[src/hdl/dfs_topological_sort_core_defines.svh]
// assertion macros for the core file, which checks itself
`ifndef DFS_TOPOLOGICAL_SORT_CORE_DEFINES_SVH
`define DFS_TOPOLOGICAL_SORT_CORE_DEFINES_SVH

// condition implies consequence in the same cycle
`define DTS_ASSERT_NOW(lbl, clk, rst, cond, cons) \
  lbl: assert property (@(posedge clk) disable iff (rst) (cond) |-> (cons)) \
    else $error("dfs core check failed");

// condition implies consequence in the next cycle
`define DTS_ASSERT_NEXT(lbl, clk, rst, cond, cons) \
  lbl: assert property (@(posedge clk) disable iff (rst) (cond) |=> (cons)) \
    else $error("dfs core check failed");

`endif

[src/hdl/dfs_ts_pkg.sv]
package dfs_ts_pkg;
  typedef logic [4:0] vertex_t;
  typedef logic [1:0] status_t;
  typedef logic [1:0] color_t;

  localparam status_t STATUS_ORDERED = 2'd0;
  localparam status_t STATUS_CYCLE   = 2'd1;
  localparam status_t STATUS_DROPPED = 2'd2;

  localparam color_t COLOR_WHITE = 2'd0;
  localparam color_t COLOR_GREY  = 2'd1;
  localparam color_t COLOR_BLACK = 2'd2;

  localparam logic OP_ADD_EDGE = 1'b0;
  localparam logic OP_RUN      = 1'b1;

  localparam int VERTEX_LIMIT = 32;
endpackage

[src/hdl/dfs_ts_if.sv]
interface dfs_ts_in_if import dfs_ts_pkg::*; ();
  logic    valid;
  logic    ready;
  logic    opcode;
  vertex_t head_vertex;
  vertex_t tail_vertex;
  modport source (output valid, output opcode, output head_vertex, output tail_vertex,
                  input ready);
  modport sink (input valid, input opcode, input head_vertex, input tail_vertex,
                output ready);
endinterface

interface dfs_ts_out_if import dfs_ts_pkg::*; ();
  logic    valid;
  logic    ready;
  status_t status;
  vertex_t vertex;
  logic    last;
  modport source (output valid, output status, output vertex, output last, input ready);
  modport sink (input valid, input status, input vertex, input last, output ready);
endinterface

[src/hdl/dfs_ts_ram.sv]
module dfs_ts_ram #(
  parameter int WIDTH = 8,
  parameter int DEPTH = 16
) (
  input  logic                                 clk,
  input  logic                                 we,
  input  logic [(DEPTH > 1 ? $clog2(DEPTH) : 1)-1:0] waddr,
  input  logic [WIDTH-1:0]                     wdata,
  input  logic [(DEPTH > 1 ? $clog2(DEPTH) : 1)-1:0] raddr,
  output logic [WIDTH-1:0]                     rdata
);
  logic [WIDTH-1:0] mem [DEPTH];

  always_ff @(posedge clk) begin
    if (we) begin
      mem[waddr] <= wdata;
    end
    rdata <= mem[raddr];
  end
endmodule

[src/hdl/dfs_topological_sort_core.sv]
// edge add: one transaction per cycle while idle, written straight into the edge memory unless dropped
// run: walks the graph, scanning every stored edge for each vertex visited (read, then check),
//   finishing each vertex and probing each root; the edge memory read is registered
// results: ordered vertices read from the finish-order memory (read, then load), through an output register
// reset (rst, synchronous): vertex count 32, edge store empty, all vertices white
module dfs_topological_sort_core import dfs_ts_pkg::*; #(
  parameter int MAX_VERTICES = 32,
  parameter int MAX_EDGES    = 256
) (
  input  logic        clk,
  input  logic        rst,
  input  logic        cfg_write,
  input  logic [5:0]  cfg_data,
  dfs_ts_in_if.sink   items,
  dfs_ts_out_if.source results
);
`include "dfs_topological_sort_core_defines.svh"

  // derived sizes
  localparam int VCAP = (MAX_VERTICES < VERTEX_LIMIT) ? MAX_VERTICES : VERTEX_LIMIT;
  localparam int VIW  = $clog2(VCAP);
  localparam int EAW  = (MAX_EDGES > 1) ? $clog2(MAX_EDGES) : 1;
  localparam int KW   = $clog2(MAX_EDGES + 1);
  localparam int SAW  = $clog2(MAX_VERTICES);
  localparam int SPW  = $clog2(MAX_VERTICES + 1);
  localparam int SW   = 5 + KW;

  // sequencer states
  localparam logic [3:0] S_IDLE   = 4'd0;
  localparam logic [3:0] S_ROOT   = 4'd1;
  localparam logic [3:0] S_EREAD  = 4'd2;
  localparam logic [3:0] S_ECHK   = 4'd3;
  localparam logic [3:0] S_POP    = 4'd4;
  localparam logic [3:0] S_EMITRD = 4'd5;
  localparam logic [3:0] S_EMITLD = 4'd6;
  localparam logic [3:0] S_FAIL   = 4'd7;
  localparam logic [3:0] S_ERR    = 4'd8;

  logic [3:0]     state;
  logic [5:0]     node_count;
  logic [KW-1:0]  edge_fill;
  logic           edge_error;
  color_t         color [VCAP];
  logic [5:0]     root;
  vertex_t        cur_v;
  logic [KW-1:0]  cur_k;
  logic [SPW-1:0] sp;
  logic [5:0]     done;
  logic [5:0]     emit_idx;

  logic           out_valid;
  status_t        out_status;
  vertex_t        out_vertex;
  logic           out_last;

  // effective vertex count, saturated to 1 .. VCAP
  logic [5:0] n;
  always_comb begin
    if (node_count == 6'd0) begin
      n = 6'd1;
    end else if (node_count > 6'(VCAP)) begin
      n = 6'(VCAP);
    end else begin
      n = node_count;
    end
  end

  logic in_fire, add_fire, run_fire, out_free;
  assign items.ready = (state == S_IDLE);
  assign in_fire     = items.valid && items.ready;
  assign add_fire    = in_fire && (items.opcode == OP_ADD_EDGE);
  assign run_fire    = in_fire && (items.opcode == OP_RUN);
  assign out_free    = !out_valid || results.ready;

  // edge drop check against the count in force right now
  logic add_drop;
  assign add_drop = (edge_fill >= KW'(MAX_EDGES)) || ({1'b0, items.head_vertex} >= n) ||
                    ({1'b0, items.tail_vertex} >= n);

  // edge memory: written on an edge add that is not dropped, read at the scan pointer
  logic [9:0] edge_rdata;
  dfs_ts_ram #(.WIDTH(10), .DEPTH(MAX_EDGES)) u_edge_ram (
    .clk   (clk),
    .we    (add_fire && !add_drop),
    .waddr (edge_fill[EAW-1:0]),
    .wdata ({items.head_vertex, items.tail_vertex}),
    .raddr (cur_k[EAW-1:0]),
    .rdata (edge_rdata)
  );

  vertex_t e_head, e_tail;
  logic [KW-1:0] k_next;
  assign e_head = edge_rdata[9:5];
  assign e_tail = edge_rdata[4:0];
  assign k_next = cur_k + KW'(1);

  // color lookup: root probe or edge target, never both in one cycle
  logic [VIW-1:0] caddr;
  color_t         ccol;
  assign caddr = (state == S_ROOT) ? root[VIW-1:0] : e_tail[VIW-1:0];
  assign ccol  = color[caddr];

  logic edge_valid;
  assign edge_valid = (e_head == cur_v) && ({1'b0, e_tail} < n);

  logic do_push, do_finish;
  assign do_push   = (state == S_ECHK) && edge_valid && (ccol == COLOR_WHITE);
  assign do_finish = (state == S_EREAD) && (cur_k >= edge_fill);

  // stack of suspended parents; the top of the search lives in cur_v / cur_k
  logic [SW-1:0]  stack_rdata;
  logic [SPW-1:0] sp_m1, sp_m2;
  assign sp_m1 = sp - SPW'(1);
  assign sp_m2 = sp - SPW'(2);
  dfs_ts_ram #(.WIDTH(SW), .DEPTH(MAX_VERTICES)) u_stack_ram (
    .clk   (clk),
    .we    (do_push && (sp < SPW'(MAX_VERTICES))),
    .waddr (sp_m1[SAW-1:0]),
    .wdata ({cur_v, k_next}),
    .raddr (sp_m2[SAW-1:0]),
    .rdata (stack_rdata)
  );

  // postorder record, read back in reverse
  vertex_t    finish_rdata;
  logic [5:0] emit_addr;
  assign emit_addr = n - 6'd1 - emit_idx;
  dfs_ts_ram #(.WIDTH(5), .DEPTH(MAX_VERTICES)) u_finish_ram (
    .clk   (clk),
    .we    (do_finish && (done < 6'(MAX_VERTICES))),
    .waddr (done[SAW-1:0]),
    .wdata (cur_v),
    .raddr (emit_addr[SAW-1:0]),
    .rdata (finish_rdata)
  );

  // end of run: the store, error flag and colors all go back to empty
  logic run_clear;
  always_comb begin
    run_clear = 1'b0;
    case (state)
      S_ERR, S_FAIL: run_clear = out_free;
      S_EMITLD:      run_clear = (emit_idx == n - 6'd1);
      default:       run_clear = 1'b0;
    endcase
  end

  // config register and edge bookkeeping
  always_ff @(posedge clk) begin
    if (rst) begin
      node_count <= 6'd32;
      edge_fill  <= '0;
      edge_error <= 1'b0;
    end else begin
      if (cfg_write) begin
        node_count <= cfg_data;
      end
      if (run_clear) begin
        edge_fill  <= '0;
        edge_error <= 1'b0;
      end else if (add_fire) begin
        if (add_drop) begin
          edge_error <= 1'b1;
        end else begin
          edge_fill <= edge_fill + KW'(1);
        end
      end
    end
  end

  // vertex colors in flops, cleared together
  always_ff @(posedge clk) begin
    if (rst || run_clear) begin
      for (int i = 0; i < VCAP; i++) begin
        color[i] <= COLOR_WHITE;
      end
    end else begin
      if ((state == S_ROOT) && (root < n) && (ccol == COLOR_WHITE)) begin
        color[caddr] <= COLOR_GREY;
      end
      if (do_push) begin
        color[caddr] <= COLOR_GREY;
      end
      if (do_finish) begin
        color[cur_v[VIW-1:0]] <= COLOR_BLACK;
      end
    end
  end

  // output register loads on an emit or a single-result end of run
  logic out_load;
  assign out_load = (state == S_EMITLD) ||
                    (((state == S_FAIL) || (state == S_ERR)) && out_free);

  always_ff @(posedge clk) begin
    if (rst) begin
      out_valid <= 1'b0;
    end else if (out_load) begin
      out_valid <= 1'b1;
    end else if (results.ready) begin
      out_valid <= 1'b0;
    end
  end

  // search sequencer
  always_ff @(posedge clk) begin
    if (rst) begin
      state <= S_IDLE;
    end else begin
      case (state)
        S_IDLE: begin
          if (run_fire) begin
            root  <= '0;
            done  <= '0;
            state <= edge_error ? S_ERR : S_ROOT;
          end
        end
        S_ROOT: begin
          if (root >= n) begin
            emit_idx <= '0;
            state    <= (done == n) ? S_EMITRD : S_FAIL;
          end else if (ccol == COLOR_WHITE) begin
            cur_v <= root[4:0];
            cur_k <= '0;
            sp    <= SPW'(1);
            state <= S_EREAD;
          end else begin
            root <= root + 6'd1;
          end
        end
        S_EREAD: begin
          if (do_finish) begin
            done <= done + 6'd1;
            sp   <= sp_m1;
            if (sp == SPW'(1)) begin
              root  <= root + 6'd1;
              state <= S_ROOT;
            end else begin
              state <= S_POP;
            end
          end else begin
            state <= S_ECHK;
          end
        end
        S_ECHK: begin
          // grey target (self loop included) ends the run with a cycle result
          if (edge_valid && (ccol == COLOR_GREY)) begin
            state <= S_FAIL;
          end else if (do_push && (sp < SPW'(MAX_VERTICES))) begin
            cur_v <= e_tail;
            cur_k <= '0;
            sp    <= sp + SPW'(1);
            state <= S_EREAD;
          end else begin
            cur_k <= k_next;
            state <= S_EREAD;
          end
        end
        S_POP: begin
          cur_v <= stack_rdata[SW-1:KW];
          cur_k <= stack_rdata[KW-1:0];
          state <= S_EREAD;
        end
        S_EMITRD: begin
          if (out_free) begin
            state <= S_EMITLD;
          end
        end
        S_EMITLD: begin
          // output register is empty here: it was free when the read went out
          out_status <= STATUS_ORDERED;
          out_vertex <= finish_rdata;
          out_last   <= (emit_idx == n - 6'd1);
          if (emit_idx == n - 6'd1) begin
            state <= S_IDLE;
          end else begin
            emit_idx <= emit_idx + 6'd1;
            state    <= S_EMITRD;
          end
        end
        S_FAIL, S_ERR: begin
          if (out_free) begin
            out_status <= (state == S_ERR) ? STATUS_DROPPED : STATUS_CYCLE;
            out_vertex <= '0;
            out_last   <= 1'b1;
            state      <= S_IDLE;
          end
        end
        default: state <= S_IDLE;
      endcase
    end
  end

  assign results.valid  = out_valid;
  assign results.status = out_status;
  assign results.vertex = out_vertex;
  assign results.last   = out_last;

  // checks
  `DTS_ASSERT_NOW(a_fill_bound, clk, rst, 1'b1, edge_fill <= KW'(MAX_EDGES))
  `DTS_ASSERT_NOW(a_sp_bound, clk, rst, state == S_EREAD, sp >= SPW'(1) && sp <= n[SPW-1:0])
  `DTS_ASSERT_NOW(a_fail_last, clk, rst, out_valid && out_status != STATUS_ORDERED, out_last)
  `DTS_ASSERT_NEXT(a_run_busy, clk, rst, run_fire, state != S_IDLE)
endmodule
[src/flat_wrapper.sv]
// flat-port wrapper written by rule: the top's interface ports become plain ports
module dfs_topological_sort_core_flat import dfs_ts_pkg::*;
#(
  parameter int MAX_VERTICES = 32,
  parameter int MAX_EDGES    = 256
)
  (clk, rst, cfg_write, cfg_data, items_valid, items_opcode, items_head_vertex, items_tail_vertex, items_ready, results_valid, results_status, results_vertex, results_last, results_ready);
  dfs_ts_in_if items_i ();
  dfs_ts_out_if results_i ();
  input  logic clk;
  input  logic rst;
  input  logic cfg_write;
  input  logic [5:0] cfg_data;
  input wire logic [$bits(items_i.valid)-1:0] items_valid;
  input wire logic [$bits(items_i.opcode)-1:0] items_opcode;
  input wire logic [$bits(items_i.head_vertex)-1:0] items_head_vertex;
  input wire logic [$bits(items_i.tail_vertex)-1:0] items_tail_vertex;
  output wire logic [$bits(items_i.ready)-1:0] items_ready;
  output wire logic [$bits(results_i.valid)-1:0] results_valid;
  output wire logic [$bits(results_i.status)-1:0] results_status;
  output wire logic [$bits(results_i.vertex)-1:0] results_vertex;
  output wire logic [$bits(results_i.last)-1:0] results_last;
  input wire logic [$bits(results_i.ready)-1:0] results_ready;
  assign items_i.valid = items_valid;
  assign items_i.opcode = items_opcode;
  assign items_i.head_vertex = items_head_vertex;
  assign items_i.tail_vertex = items_tail_vertex;
  assign items_ready = items_i.ready;
  assign results_valid = results_i.valid;
  assign results_status = results_i.status;
  assign results_vertex = results_i.vertex;
  assign results_last = results_i.last;
  assign results_i.ready = results_ready;
  dfs_topological_sort_core #(.MAX_VERTICES(MAX_VERTICES), .MAX_EDGES(MAX_EDGES)) u_core (.clk(clk), .rst(rst), .cfg_write(cfg_write), .cfg_data(cfg_data), .items(items_i), .results(results_i));
endmodule
[config.mk]
export PLATFORM = sky130hd
export DESIGN_NAME = dfs_topological_sort_core_flat
export DESIGN_NICKNAME = d
export VERILOG_FILES = /design/src/hdl/dfs_ts_pkg.sv /design/src/hdl/dfs_ts_if.sv /design/src/hdl/dfs_ts_ram.sv /design/src/hdl/dfs_topological_sort_core.sv /design/src/flat_wrapper.sv
export VERILOG_INCLUDE_DIRS = /design/src /design/src/hdl
export SDC_FILE = /design/constraint.sdc
export NUM_CORES = 2
export LEC_CHECK = 0
export ABC_AREA = 0
export CAP_MARGIN = 0
export CORE_MARGIN = 2
export CORE_UTILIZATION = 30
export CTS_CLUSTER_SIZE = 16
export DETAILED_ROUTE_END_ITERATION = 10
export DONT_BUFFER_PORTS = 1
export PLACE_DENSITY = 0.51
export SLEW_MARGIN = 5
export SYNTH_ARGS = -nofsm -noshare
export SYNTH_HDL_FRONTEND = slang
export SYNTH_SLANG_ARGS = --single-unit
[constraint.sdc]
create_clock -name clk -period 5.5 [get_ports clk]
set_input_delay 0.825 -clock clk [delete_from_list [all_inputs] [get_ports clk]]
set_output_delay 0.825 -clock clk [all_outputs]
set_load 0.01 [all_outputs]
After elaboration in Yosys (flattened, before gate mapping)
Memory sizes are Yosys's and may differ from the RTL's. A register that Yosys moved wholly into a read port is not among the register bits.
Index checks and enable logic that the tools add are counted.
{ "classes": {"add_sub_neg": 10, "magnitude_cmp": 10, "n_eq_ne": 26, "mux": 76, "n_bitwise": 4, "reduce_logical": 46} }
{ "ops": {"columns": ["op", "count"], "rows": [
  ["$mux W6", 15],
  ["$mux W5", 8],
  ["$mux W9", 4],
  ["$pmux W6 S3", 2],
  ["$pmux W4 S8", 1],
  ["$pmux W9 S3", 1],
  ["$add A6 B1 Y6 const B", 4],
  ["$mux W4", 6],
  ["$pmux W6 S2", 2],
  ["$mux W1", 22],
  ["$add A9 B1 Y9 const B", 2],
  ["$ne A2 B2 Y1 const B", 9],
  ["$eq A4 B3 Y1 const B", 4],
  ["$pmux W5 S3", 1],
  ["$logic_and A1 B1 Y1", 14],
  ["$reduce_and A7 Y1", 2],
  ["$eq A6 B6 Y1", 2],
  ["$ge A5 B6 Y1", 2],
  ["$lt A6 B6 Y1 const B", 2],
  ["$mux W2", 6],
  ["$mux W3", 4],
  ["$reduce_and A4 Y1", 3],
  ["$sub A6 B1 Y6 const B", 2],
  ["$pmux W5 S2", 1],
  ["32 further kinds", 53]
]} }
{ "totals": {"regBits": 67, "mem_bits_rw": 3232, "input_bits": 22, "out_inout_bits": 10, "wordCells": 190, "memories": 4} }
{ "mem_list": {"columns": ["memory", "words", "word_bits", "read_ports", "rd_ports_with_merged_regs", "write_ports", "line_no", "rtl"], "rows": [
  ["u_core.u_edge_ram.mem", 256, 10, 1, 1, 1, "dfs_ts_ram.sv:12", "logic [WIDTH-1:0] mem [DEPTH];"],
  ["u_core.u_stack_ram.mem", 32, 14, 1, 1, 1, "dfs_ts_ram.sv:12", null],
  ["u_core.u_finish_ram.mem", 32, 5, 1, 1, 1, "dfs_ts_ram.sv:12", null],
  ["u_core.color", 32, 2, 1, 0, 32, "dfs_topological_sort_core.sv:43", "color_t color [VCAP];"]
]} }

Logic depth before layout (Yosys ltp)
{ "depth": {"word_depth": 14, "mapped_depth": 18} }

By module
A second synthesis with hierarchy kept.
{ "unflattened": {"hier_cells": 6784, "hier_area_um2": 131914.0} }
{ "modules_own_cells": {"columns": ["module", "instances", "cells_each", "area_per_inst_um2", "seq_area_each_um2"], "rows": [
  ["dfs_ts_ram (u_core.u_edge_ram)", 1, 4642, 99253.9, 77073.9],
  ["dfs_ts_ram (u_core.u_stack_ram)", 1, 1006, 18011.0, 13733.2],
  ["dfs_topological_sort_core", 1, 859, 8304.2, 3723.6],
  ["dfs_ts_ram (u_core.u_finish_ram)", 1, 277, 6344.8, 4904.7]
]} }

Worst setup path after synthesis
No wires, ideal clock.
{ "synth_path": {"path_kind": "register to register", "startpoint": "reg u_core.cur_k[0]", "endpoint": "mem u_core.color[16][0] (netlist bit) (enable)", "setup_ns": 0.273, "arrival_ns": 4.363, "t_required_ns": 5.227, "path_slack_ns": 0.863, "path_stages_with_launch": 19, "path_buffers": 7, "synth_period_minus_slack_ns": 4.637, "cell_sequence": "edfxtp_1 clkbuf_1 clkbuf_1 clkbuf_1 clkbuf_1 inv_1 ha_1 nand2b_1 a21o_1 a211oi_1 o21a_1 nor3_1 and2_0 clkbuf_1 buf_2 nor3_1 a31oi_1 clkbuf_1 o21ai_0"} }
{ "synth_rtl": {"columns": ["item", "line_no", "rtl"], "rows": [
  ["start: declaration", "dfs_topological_sort_core.sv:46", "logic [KW-1:0] cur_k;"],
  ["start signal: assignment", "dfs_topological_sort_core.sv:255", "cur_k <= k_next;"],
  ["start signal: assignment", "dfs_topological_sort_core.sv:261", "cur_k <= stack_rdata[KW-1:0];"],
  ["end: declaration", "dfs_topological_sort_core.sv:43", null]
]} }

Worst setup path after layout
{ "layout_path": {"startpoint": "reg u_core.node_count[2]", "endpoint": "mem u_core.u_edge_ram.mem[296][4] (netlist: u_core.u_edge_ram.mem[148][4]) (enable)"} }
{ "layout_between": {"elab_chain_len": 10, "word_cells_on_any_way": 12, "cone_classes": "order compare (3); mux (4); reduce/logical (5)"} }
{ "layout_lines": {"columns": ["item", "line_no", "rtl"], "rows": [
  ["start: declaration", "dfs_topological_sort_core.sv:40", "logic [5:0] node_count;"],
  ["start signal: assignment", "dfs_topological_sort_core.sv:156", "node_count <= cfg_data;"],
  ["$gt A6 B6 Y1", "dfs_topological_sort_core.sv:61", "end else if (node_count > 6'(VCAP)) begin"],
  ["$mux W6", "dfs_topological_sort_core.sv:61", null],
  ["$mux W6 (*)", "dfs_topological_sort_core.sv:59", "if (node_count == 6'd0) begin"],
  ["$ge A5 B6 Y1", "dfs_topological_sort_core.sv:77", "assign add_drop = (edge_fill >= KW'(MAX_EDGES)) || ({1'b0, items.head_vertex} >= n) ||"],
  ["$logic_or A1 B1 Y1", "dfs_topological_sort_core.sv:77", null],
  ["$logic_or A1 B1 Y1 (*)", "dfs_topological_sort_core.sv:77", null],
  ["$logic_not A1 Y1 (*)", "dfs_topological_sort_core.sv:84", ".we (add_fire && !add_drop),"],
  ["$logic_and A1 B1 Y1 (*)", "dfs_topological_sort_core.sv:84", null],
  ["$mux W1 (*)", "dfs_ts_ram.sv:15", "if (we) begin"],
  ["$mux W1 (implied by the code) (*)", "dfs_ts_ram.sv:16", "mem[waddr] <= wdata;"],
  ["end: declaration", "dfs_ts_ram.sv:12", null]
]} }
Every way passes the cells marked *; elsewhere a longest branch is shown, timed or not.

==> flow_summary.toml <==
[clock_network]
cts.sinks = 3328
ctsLongestPathBuffers = 4
cts.htree.levels = 5
cts_tree = "done"
cts_buffers = 338
post_cts_resized = 0
hold_buffers = 16
clk_pin_slew_ns = 0.06
postCtsSetupBuffers = 0
root_buffer = "clkbuf_16"
clkLatencyLatePin_ns = 0.94

[final_layout]
fin_nets = 6160
final_cells = 12100
fillerInstances = 39900
syn_to_final_growth_pct = 15.0
drive_above_1_share_pct = 29.2

[synth]
ys_ff_latch = 3328
synth-xor-area-share_pct = 0.336
ys_warn_count = 0
avgSynthCellArea_um2 = 22.5
ys_top_cells_by_area = "edfxtp_1 76%, mux4_2 18%, nor2_1 1.3%"
synth.top_cell.area_share_pct = 75.5
postSynthCellCount = 5795
synth_fa_ha_area_share_pct = 0.534
syn_nets = 5872
synth_top_family_by_area = "multiplexers"
synth_most_common_cell = "edfxtp_1"
netlist_area_mm2 = 0.130
yosys.area_share.simple_pct = 2.42
synthArstFlopShare_pct = 0
synth_compound_area_share_pct = 0.865
synth_top_flop_cell = "edfxtp_1"
synthMuxAreaShare_pct = 18.5
synth_cell_types = 68
synth.top_cells.by_count = "3278 x edfxtp_1, 1044 x mux4_2, 464 x nor2_1"
synth-edff-count = 3278
yosysSeqAreaShare_pct = 76.3
synth_area_leader_cell = "edfxtp_1"

[die]
rows = 242
initial_utilization_pct = 30.1
chipWidth_um = 663
ios = 32
die-area_mm2 = 0.440
core_mm2 = 0.434
die_h_um = 663

[place]
gp_congestion = 0.814
dp_hpwl_um = 196000
dp_cells = 11500
port_buffers = 0
place_ws_ns = 0.564

[sta]
finalHoldViolations = 0
setup_viol = 0
tightest_slew_ns = 1.33
post-route-period-util_pct = 89.8
fin_tns_setup_ns = 0
rsz0062_at_grt = "no"
max_slew_margin_pct = 11.0
finalCriticalPeriod_ns = 4.94
timing.fmax_mhz = 202
postLayoutSetupSlackWorst_ns = 0.559
finClkSkew_ns = 0.0586
drv_slew = 0

[drt]
drt-total-wl_um = 338000
dr.pass1.iters = 6
via_per_inst = 5.08
drtIter0Drc = 7032
wl_per_cell_um = 28.0
vias = 61400
drc = 0
ant_nets = 0

[global_routing]
grt_pass1_wl_um = 483000
track_usage_pct = 15.0
antenna_found_initial = 27
gr-total-overflow = 0
grt_pass1_vias = 62000
grt_max_degree = 258

[power]
peakVddDrop_mv = 0.272
power.leakage_nw = 45.4
powerDensity_mw_per_mm2 = 403

[run_status]
outcome = "finished clean"

[hold_path]
hold_path.startpoint = "items_head_vertex[4]"
hold_path.class = "input port to flop"

[setup_path]
startpoint_type = "flop"
startpoint = "u_core.node_count[2]"
r2r_slack_ns = 0.56
arrival_ns = 5.49
r2r_start = "u_core.node_count[2]"
critPathKind = "flop to flop"
worstPathRequired_ns = 6.05
path_max_fanout = 23
crit_path_end_kind = "flop"

[run]
maxCapViolCount = 0
## worst paths after layout
| kind | endpoint | cells past startpoint |
|---|---|---|
| worst min-delay path | u_core.u_edge_ram.mem[186][9] | 0 |
| worst max-delay path | u_core.u_edge_ram.mem[148][4] | 15 |
| worst min register to register | u_core.results.vertex[0] | 1 |
| worst max register to register | u_core.u_edge_ram.mem[148][4] | 15 |
## critical path, cell delays in order (launching register included)
cell	delay (ns)
dfxtp_1	0.36
nor4_1	0.35
o21ai_1	0.10
buf_4	0.16
inv_1	0.24
ha_1	0.29
nand2b_1	0.16
a21o_1	0.18
a21o_1	0.18
a21oi_1	0.13
o221ai_1	0.21
a211oi_4	0.31
buf_4	0.39
nand3_2	0.44
buf_12	0.32
nor2_1	0.71
## metrics by stage
step | util [%] | total power, W | cell area [µm²] | hold WS, ns
finish | 34.6 | 0.0603 | 150000 | 0.0642
floorplan | - | 0.0348 | 130000 | 0.461
global route | 34.6 | 0.0623 | 150000 | 0.00408
CTS | 34.5 | 0.0610 | 150000 | 0.00396
detailed placement | 32.0 | 0.0381 | 139000 | 0.492
global placement | 32.0 | 0.0381 | 139000 | 0.508
## report_power, final
part,switching (W),internal (W)
logic,0.00509,0.00377
registers,0.000282,0.0284
clock network,0.00973,0.0131
total,0.0151,0.0452
## cell type report
type	instances	area [µm²]	area share (%)
clock inverters	196	1990	1.33
flip-flops and latches	3328	99400	66.4
multi-input cells	2105	29700	19.8
repair buffers	269	2450	1.63
diodes	10	25.0	0.0167
clock buffers	416	8940	5.97
well taps	5734	7170	4.79
inverters	41	154	0.103
## flip-flops by register name (all words and copies together) (netlist names), 2 cells and up
register and cells:
u_core.u_edge_ram.mem 2560, u_core.u_stack_ram.mem 448, u_core.u_finish_ram.mem 160, u_core.color 64
u_core.u_stack_ram.rdata 14, u_core.u_edge_ram.rdata 10, u_core.cur_k 9, u_core.edge_fill 9
u_core.done 6, u_core.emit_idx 6, u_core.node_count 6, u_core.root 6
u_core.sp 6, u_core.cur_v 5, u_core.results.vertex 5, u_core.u_finish_ram.rdata 5
u_core.state 4, u_core.results.status 2
## layer usage
layer  GRT usage, %  vias up  share of wire [%]
li1               -    25000                  -
met1           22.2    33700                 45
met2           23.7     2265                 47
met3           2.13      383                6.2
met4           2.97        2                1.9
met5              0        -             0.0038
## placed cells by master (no fill, tap or decap), types with 26 or more instances in the layout
master     count
nor2_1       464
buf_4        223
dfxtp_1       50
clkbuf_1      66
clkinv_2      64
ha_1          52
o21ai_0       45
edfxtp_1    3278
mux4_2      1044
clkbuf_16    344
clkinv_1      58
bufinv_16     31
mux2i_1       28
nand3_1       39
mux2_2        26
inv_1         40
xnor2_1       32
nand2_1       97
buf_12        28
## kinds of logic (layout without fill, tap and decap cells)
family / Yosys count / count (layout)
buffers and inverters: 362 / 922
other: 0 / 10
muxes: 1098 / 1098
AOI/OAI and AO/OA: 171 / 171
DFF: 3328 / 3328
xor gates and xnor gates: 50 / 50
adders and majority gates: 55 / 55
and+or+nand+nor: 731 / 731
Power figures use the tool's default switching activity.
